==> config.mk <==
export PLATFORM = sky130hd
export DESIGN_NAME = raster_op_pixel_combiner_top
export DESIGN_NICKNAME = d
export VERILOG_FILES = /design/src/rtl/core/rop_pkg.sv /design/src/rtl/core/raster_op_pixel_combiner_top.sv /design/src/rtl/core/rop_alu.sv
export SDC_FILE = /design/constraint.sdc
export NUM_CORES = 1
export LEC_CHECK = 0
export ABC_AREA = 1
export BUFFER_PORTS_ARGS = -buffer_cell sky130_fd_sc_hd__buf_4
export CORE_ASPECT_RATIO = 0.75
export CORE_UTILIZATION = 35
export CTS_CLUSTER_SIZE = 10
export DETAILED_ROUTE_END_ITERATION = 12
export PLACE_DENSITY = 0.59
export SLEW_MARGIN = 20
export SYNTH_ARGS = -nofsm -noshare
export SYNTH_HDL_FRONTEND = slang
export SYNTH_SLANG_ARGS = --single-unit
==> constraint.sdc <==
create_clock -name clock -period 9 [get_ports clock]
set_clock_uncertainty 0.15 [all_clocks]
set_input_delay 0.9 -clock clock [delete_from_list [all_inputs] [get_ports clock]]
set_output_delay 0.9 -clock clock [all_outputs]
set_load 0.02 [all_outputs]
==> src/rtl/core/rop_pkg.sv <==
package rop_pkg;

   typedef enum logic [3:0] {
      OP_COPY    = 4'd0,
      OP_OR      = 4'd1,
      OP_AND     = 4'd2,
      OP_XOR     = 4'd3,
      OP_INVERT  = 4'd4,
      OP_INV_OR  = 4'd5,
      OP_INV_AND = 4'd6,
      OP_INV_XOR = 4'd7,
      OP_ADD     = 4'd8,
      OP_SUB     = 4'd9,
      OP_MUL     = 4'd10,
      OP_STIPPLE = 4'd11,
      OP_ALPHA   = 4'd12
   } op_type;

   localparam int ChanWidth = 8;
   localparam int NumChans  = 3;
   localparam logic [ChanWidth-1:0] ChanMax     = 8'd255;
   localparam logic [ChanWidth-1:0] AlphaOne    = 8'd128;
   localparam int                   AlphaShift  = 7;

   typedef struct packed {
      logic [3:0]         opcode;
      logic [31:0]        src_color;
      logic [31:0]        dest_pixel;
      logic signed [15:0] pos_x;
      logic signed [15:0] pos_y;
   } req_type;

   typedef struct packed {
      logic [31:0] new_pixel;
      logic        write_enable;
   } rsp_type;

endpackage

==> src/rtl/core/raster_op_pixel_combiner_top.sv <==
// Raster-operation pixel combiner.
// Input channel (req_valid/req_ready/req_data): one beat per pixel, carrying
// the opcode, source colour, destination pixel read back and x/y position.
// Result channel (rsp_valid/rsp_ready/rsp_data): one beat per input beat, in
// order, with the pixel to write back and its write enable.
// Pipeline: an input register, one pass of combine logic (one 8x8 multiply
// per channel plus an add), then the result register.
// Throughput: 1 pixel per cycle while rsp_ready stays high; the per-channel multiplier sets the cycle.
// Stall: while rsp_ready is low the result holds; one more beat is still
// taken into the input register, after which req_ready drops until the
// result drains.
// Reset: synchronous, active high; both stages come up empty and req_ready
// is high in the first cycle after reset.
module raster_op_pixel_combiner_top (
   input  logic             clock,
   input  logic             reset,
   input  logic             req_valid,
   output logic             req_ready,
   input  rop_pkg::req_type req_data,
   output logic             rsp_valid,
   input  logic             rsp_ready,
   output rop_pkg::rsp_type rsp_data
);
   import rop_pkg::*;

   logic    s1_valid_ff, s1_valid_in;
   req_type s1_data_ff, s1_data_in;
   logic    rsp_valid_ff, rsp_valid_in;
   rsp_type rsp_data_ff, rsp_data_in;
   rsp_type alu_rsp;
   logic    s2_ready;

   rop_alu u_alu (
      .req (s1_data_ff),
      .rsp (alu_rsp)
   );

   assign s2_ready  = !rsp_valid_ff || rsp_ready;
   assign req_ready = !s1_valid_ff || s2_ready;

   always_comb begin
      s1_valid_in  = req_ready ? req_valid : s1_valid_ff;
      s1_data_in   = (req_valid && req_ready) ? req_data : s1_data_ff;
      rsp_valid_in = s2_ready ? s1_valid_ff : rsp_valid_ff;
      rsp_data_in  = (s2_ready && s1_valid_ff) ? alu_rsp : rsp_data_ff;
   end

   always_ff @(posedge clock) begin
      if (reset) begin
         s1_valid_ff  <= 1'b0;
         rsp_valid_ff <= 1'b0;
      end else begin
         s1_valid_ff  <= s1_valid_in;
         rsp_valid_ff <= rsp_valid_in;
      end
   end

   always_ff @(posedge clock) begin
      s1_data_ff  <= s1_data_in;
      rsp_data_ff <= rsp_data_in;
   end

   assign rsp_valid = rsp_valid_ff;
   assign rsp_data  = rsp_data_ff;

endmodule

==> src/rtl/core/rop_alu.sv <==
module rop_alu (
   input  rop_pkg::req_type req,
   output rop_pkg::rsp_type rsp
);
   import rop_pkg::*;

   logic [31:0]                          inv_src;
   logic [ChanWidth-1:0]                 weight;
   logic [NumChans-1:0][ChanWidth-1:0]   src_ch;
   logic [NumChans-1:0][ChanWidth-1:0]   dst_ch;
   logic [NumChans-1:0][ChanWidth-1:0]   add_ch;
   logic [NumChans-1:0][ChanWidth-1:0]   sub_ch;
   logic [NumChans-1:0][ChanWidth-1:0]   mul_ch;
   logic [NumChans-1:0][ChanWidth-1:0]   blend_ch;
   logic [NumChans-1:0][ChanWidth-1:0]   mul_b;
   logic [NumChans-1:0][2*ChanWidth-1:0] prod;
   logic [NumChans-1:0][2*ChanWidth:0]   quo;
   logic [NumChans-1:0][ChanWidth:0]     sum;

   assign inv_src = ~req.src_color;
   assign weight  = AlphaOne - req.src_color[31:24];
   assign src_ch  = req.src_color[23:0];
   assign dst_ch  = req.dest_pixel[23:0];

   always_comb begin
      for (int i = 0; i < NumChans; i++) begin
         sum[i]    = {1'b0, dst_ch[i]} + {1'b0, src_ch[i]};
         add_ch[i] = sum[i][ChanWidth] ? ChanMax : sum[i][ChanWidth-1:0];
         sub_ch[i] = (dst_ch[i] > src_ch[i]) ? dst_ch[i] - src_ch[i] : '0;
         // one multiplier per channel, shared by mul and blend
         mul_b[i]  = (req.opcode == OP_ALPHA) ? weight : src_ch[i];
         prod[i]   = dst_ch[i] * mul_b[i];
         // floor(p / 255), exact over the 8x8 product range
         quo[i]    = {1'b0, prod[i]} + (2*ChanWidth+1)'(1)
                     + (2*ChanWidth+1)'(prod[i][2*ChanWidth-1:ChanWidth]);
         mul_ch[i] = quo[i][2*ChanWidth-1:ChanWidth];
         blend_ch[i] = src_ch[i] + prod[i][AlphaShift +: ChanWidth];
      end
   end

   always_comb begin
      rsp.new_pixel    = req.dest_pixel;
      rsp.write_enable = 1'b1;
      unique case (req.opcode)
         OP_COPY:    rsp.new_pixel = req.src_color;
         OP_OR:      rsp.new_pixel = req.dest_pixel | req.src_color;
         OP_AND:     rsp.new_pixel = req.dest_pixel & req.src_color;
         OP_XOR:     rsp.new_pixel = req.dest_pixel ^ req.src_color;
         OP_INVERT:  rsp.new_pixel = inv_src;
         OP_INV_OR:  rsp.new_pixel = req.dest_pixel | inv_src;
         OP_INV_AND: rsp.new_pixel = req.dest_pixel & inv_src;
         OP_INV_XOR: rsp.new_pixel = req.dest_pixel ^ inv_src;
         OP_ADD:     rsp.new_pixel = {8'h00, add_ch};
         OP_SUB:     rsp.new_pixel = {8'h00, sub_ch};
         OP_MUL:     rsp.new_pixel = {8'h00, mul_ch};
         OP_STIPPLE: begin
            // odd x+y writes the source, even leaves the pixel alone
            if (req.pos_x[0] ^ req.pos_y[0]) begin
               rsp.new_pixel = req.src_color;
            end else begin
               rsp.write_enable = 1'b0;
            end
         end
         OP_ALPHA:   rsp.new_pixel = {8'h00, blend_ch};
         default:    rsp.write_enable = 1'b0;
      endcase
   end

endmodule

==> key figures <==
Setup path
  – CP peak stage delay: ~0.49 ns
  – Crit Path Class: register to register
  – Crit path capture type: register
  – Most used cell along the critical path: nand2_1
  – Critical path required time: 9.08 ns
  – Critical Path AT: roughly 8.1 ns
  – Worst setup SP type: register
  – CP max FO: 31
  – FF-to-FF path depth: 37
  – Slowest-stage cell, CP: fa_1

STA
  – Relative slew slack: a little under 30%
  – Post-route clock period utilization: about nine tenths
  – Final-report max-slew violation count: 0
  – Endpoints failing setup: 0
  – F_max: 0.124 GHz
  – RSZ-0062 raised after global routing: false
  – Setup TNS: 0 ns
  – Hold Fails Final Rpt: 0
  – Min Tclk post-route: 8.04 ns
  – Worst-margin pin slew: ~1.1 ns

CTS
  – Setup Buffers After CTS: 0
  – CTS root buf: clkbuf_16
  – CTS buffer count: 9
  – Reg clk slew, reported paths: 0.09 ns
  – Clock Sinks: around 110
  – TritonCTS clock tree: built
  – CTS HTree Levels: 3
  – Deepest clock path buffer count: 2
  – Clock Latency Late Sink: between 0.4 and 0.5 ns
  – Hold_buf cts: 0
  – CTS resizes: 0

Pwr
  – Int Power: about 2300 uW
  – Pwr dens: about 300 nW/um2
  – Leak: between 0.009 and 0.01 uW
  – Clock power frac: 7.4%
  – Sw power: around 3400 uW
  – Switching Share: around three fifths
  – Logic pwr share: about four fifths
  – Total power draw: slightly below 6000 uW
  – Peak supply drop: around 0.14 mV
  – Sequential share of power: around 11%

Routing
  – WL/cell: 18.6 um
  – DRT met1 WL: 28,500 um
  – Final wirelength: approximately 60,000 um
  – Remaining DRCs: 0
  – Vias per inst: ~5.4
  – DR top layer: met5
  – Wire length on met3: roughly 5400 um
  – Post-route ant nets: 0
  – Met2 wire length: 24,900 um
  – DR vias: 17,258
  – First drt pass iteration count: 5
  – Initial detailed-routing violation count: 1,860

Logic synthesis
  – Commonest cells in the netlist: 503 x nand2_1, 447 x inv_1, 330 x nor2_1, 190 x ha_1, 160 x nand3_1
  – Post-Syn Area: around 17,000 um2
  – Mapped Cells: 2,479
  – Area leader, netlist: edfxtp_1
  – Asr flop ratio synth: 0%
  – Unique masters post-synth: 58
  – Post-synth EDFFs: 103
  – Seq/Total Area, Yosys: between 10% and 20%
  – Yosys Warn Count: 0
  – Synth area leaders: edfxtp_1 18%, ha_1 14%, fa_1 14%, nand2_1 11%, inv_1 9.7%
  – Main flop type after synthesis: edfxtp_1
  – Flops & latches, synth: approximately 110
  – Syn nets: just under 3,000
  – Most frequent cell after synthesis: nand2_1
  – Mapped Avg Cell Area: between 6 and 7 um2
  – Share of the synthesized area in the top cell type: ~18%

Run status
  – Run status: finished, final reports clean

Die
  – Die Area: between 50,000 and 60,000 um2
  – Initial Utilization: 35.5%
  – Core ar.: between 40,000 and 50,000 um2
  – Chip height: 195 um
  – DIE WIDTH: about 260 um
  – Cell Rows: 70
  – Num ports: approximately 140

Layout
  – Final Net Count: 2,980
  – Fillers: a little over 5,000
  – Fin area: between 15,000 and 20,000 um2
  – Area growth from synthesis to layout: 10.7%
  – Diode count: 0
  – Layout cells sized above 1: under 10%

Global routing
  – Final global-route overflow total: 0
  – Vias in the first global route: roughly 16,000
  – Overall routing resource usage: a little under a quarter
  – Initial antenna violation count: 0
  – Global-route wire length before repair: 92,100 um
  – Largest net degree at the start of global routing: between 70 and 80

Worst hold path
  – Hold crit path type: register to register
  – Hold path depth: 2

Placement
  – I/O Buffers: approximately 110
  – Post-place instance area: approximately 19,000 um2
  – DP HPWL: ~47,000 um
  – Gpl congestion: between 0.9 and 1

Flow run
  – Max Cap Viol: 0
[final timing paths]
path | start | slack (ns) | endpoint
hold reg to reg | s1_valid_ff | 0.38 | rsp_valid
hold / removal | s1_valid_ff | 0.38 | rsp_valid
setup reg to reg | s1_data_ff[97] | 0.96 | rsp_data[24]
setup / recovery | s1_data_ff[97] | 0.96 | rsp_data[24]
[layer usage]
layer,track usage [%],vias to the layer above
met3,4.93,66
met2,34.7,765
met4,5.06,2
met1,35.2,8207
met5,1.05,-
li1,-,8218
[critical path, delay by kind of cell (launching register included)]
kind | cells | cell delay, ns
adder cells (fa/ha/maj) | 6 | 2.54
AND/OR/NAND/NOR | 14 | 1.78
AO/OA/AOI/OAI | 7 | 1.39
buffers and inverters | 9 | 1.11
flip-flops | 1 | 0.48
XOR/XNOR | 1 | 0.39
[metrics by stage]
step	hold WS [ns]	worst slack [ns]	util, %	cells
detailed placement	0.372	1.07	38.7	3206
global route	0.414	0.401	39.3	3222
CTS	0.382	1.02	39.3	3222
floorplan	0.295	2.67	-	2479
finish	0.377	0.961	39.3	3222
global placement	0.362	1.10	38.7	3206
[flip-flops by register name, indices dropped and copies added (netlist names)]
name         flops
rsp_data        33
s1_data_ff      70
rsp_valid        1
s1_valid_ff      1
[cell families after synthesis]
group | share of synthesized area (%)
AOI/OAI and AO/OA | 12.5
xor gates and xnor gates | 3.68
adders and majority gates | 27.3
buffers and inverters | 11.3
DFF | 18.1
and+or+nand+nor | 27.2
[power groups by stage]
stage	clock network, uW	registers (uW)	logic, uW
floorplan	0	642	3440
global placement	0	649	4540
detailed placement	0	649	4600
CTS	438	638	4630
global route	450	643	5350
finish	425	640	4700
[placed cells by master, fill, tap and decap left out, drive strengths merged, types with 8 or more instances in the layout]
cell     instances
nand2          524
or2             12
nand3b           9
nand4           34
nand3          163
nor3            24
inv            461
xor2            56
a22oi           11
o2111ai         10
o211ai          22
o21bai          12
o221ai           8
o21ai          116
buf            126
fa             117
edfxtp         103
ha             190
xnor2           15
nor2           335
a221oi          10
clkinv          13
a21oi          143
clkbuf           9
[area by class of cell]
cell class	count	area [um2]	area share [%]
flip-flops and latches	105	3130	16.3
repair buffers	126	946	4.93
clock inverters	7	68.8	0.359
clock buffers	9	225	1.17
multi-input cells	1860	12200	63.8
inverters	467	1750	9.15
well taps	648	811	4.23
No activity file was read; power rests on OpenSTA's default activity.
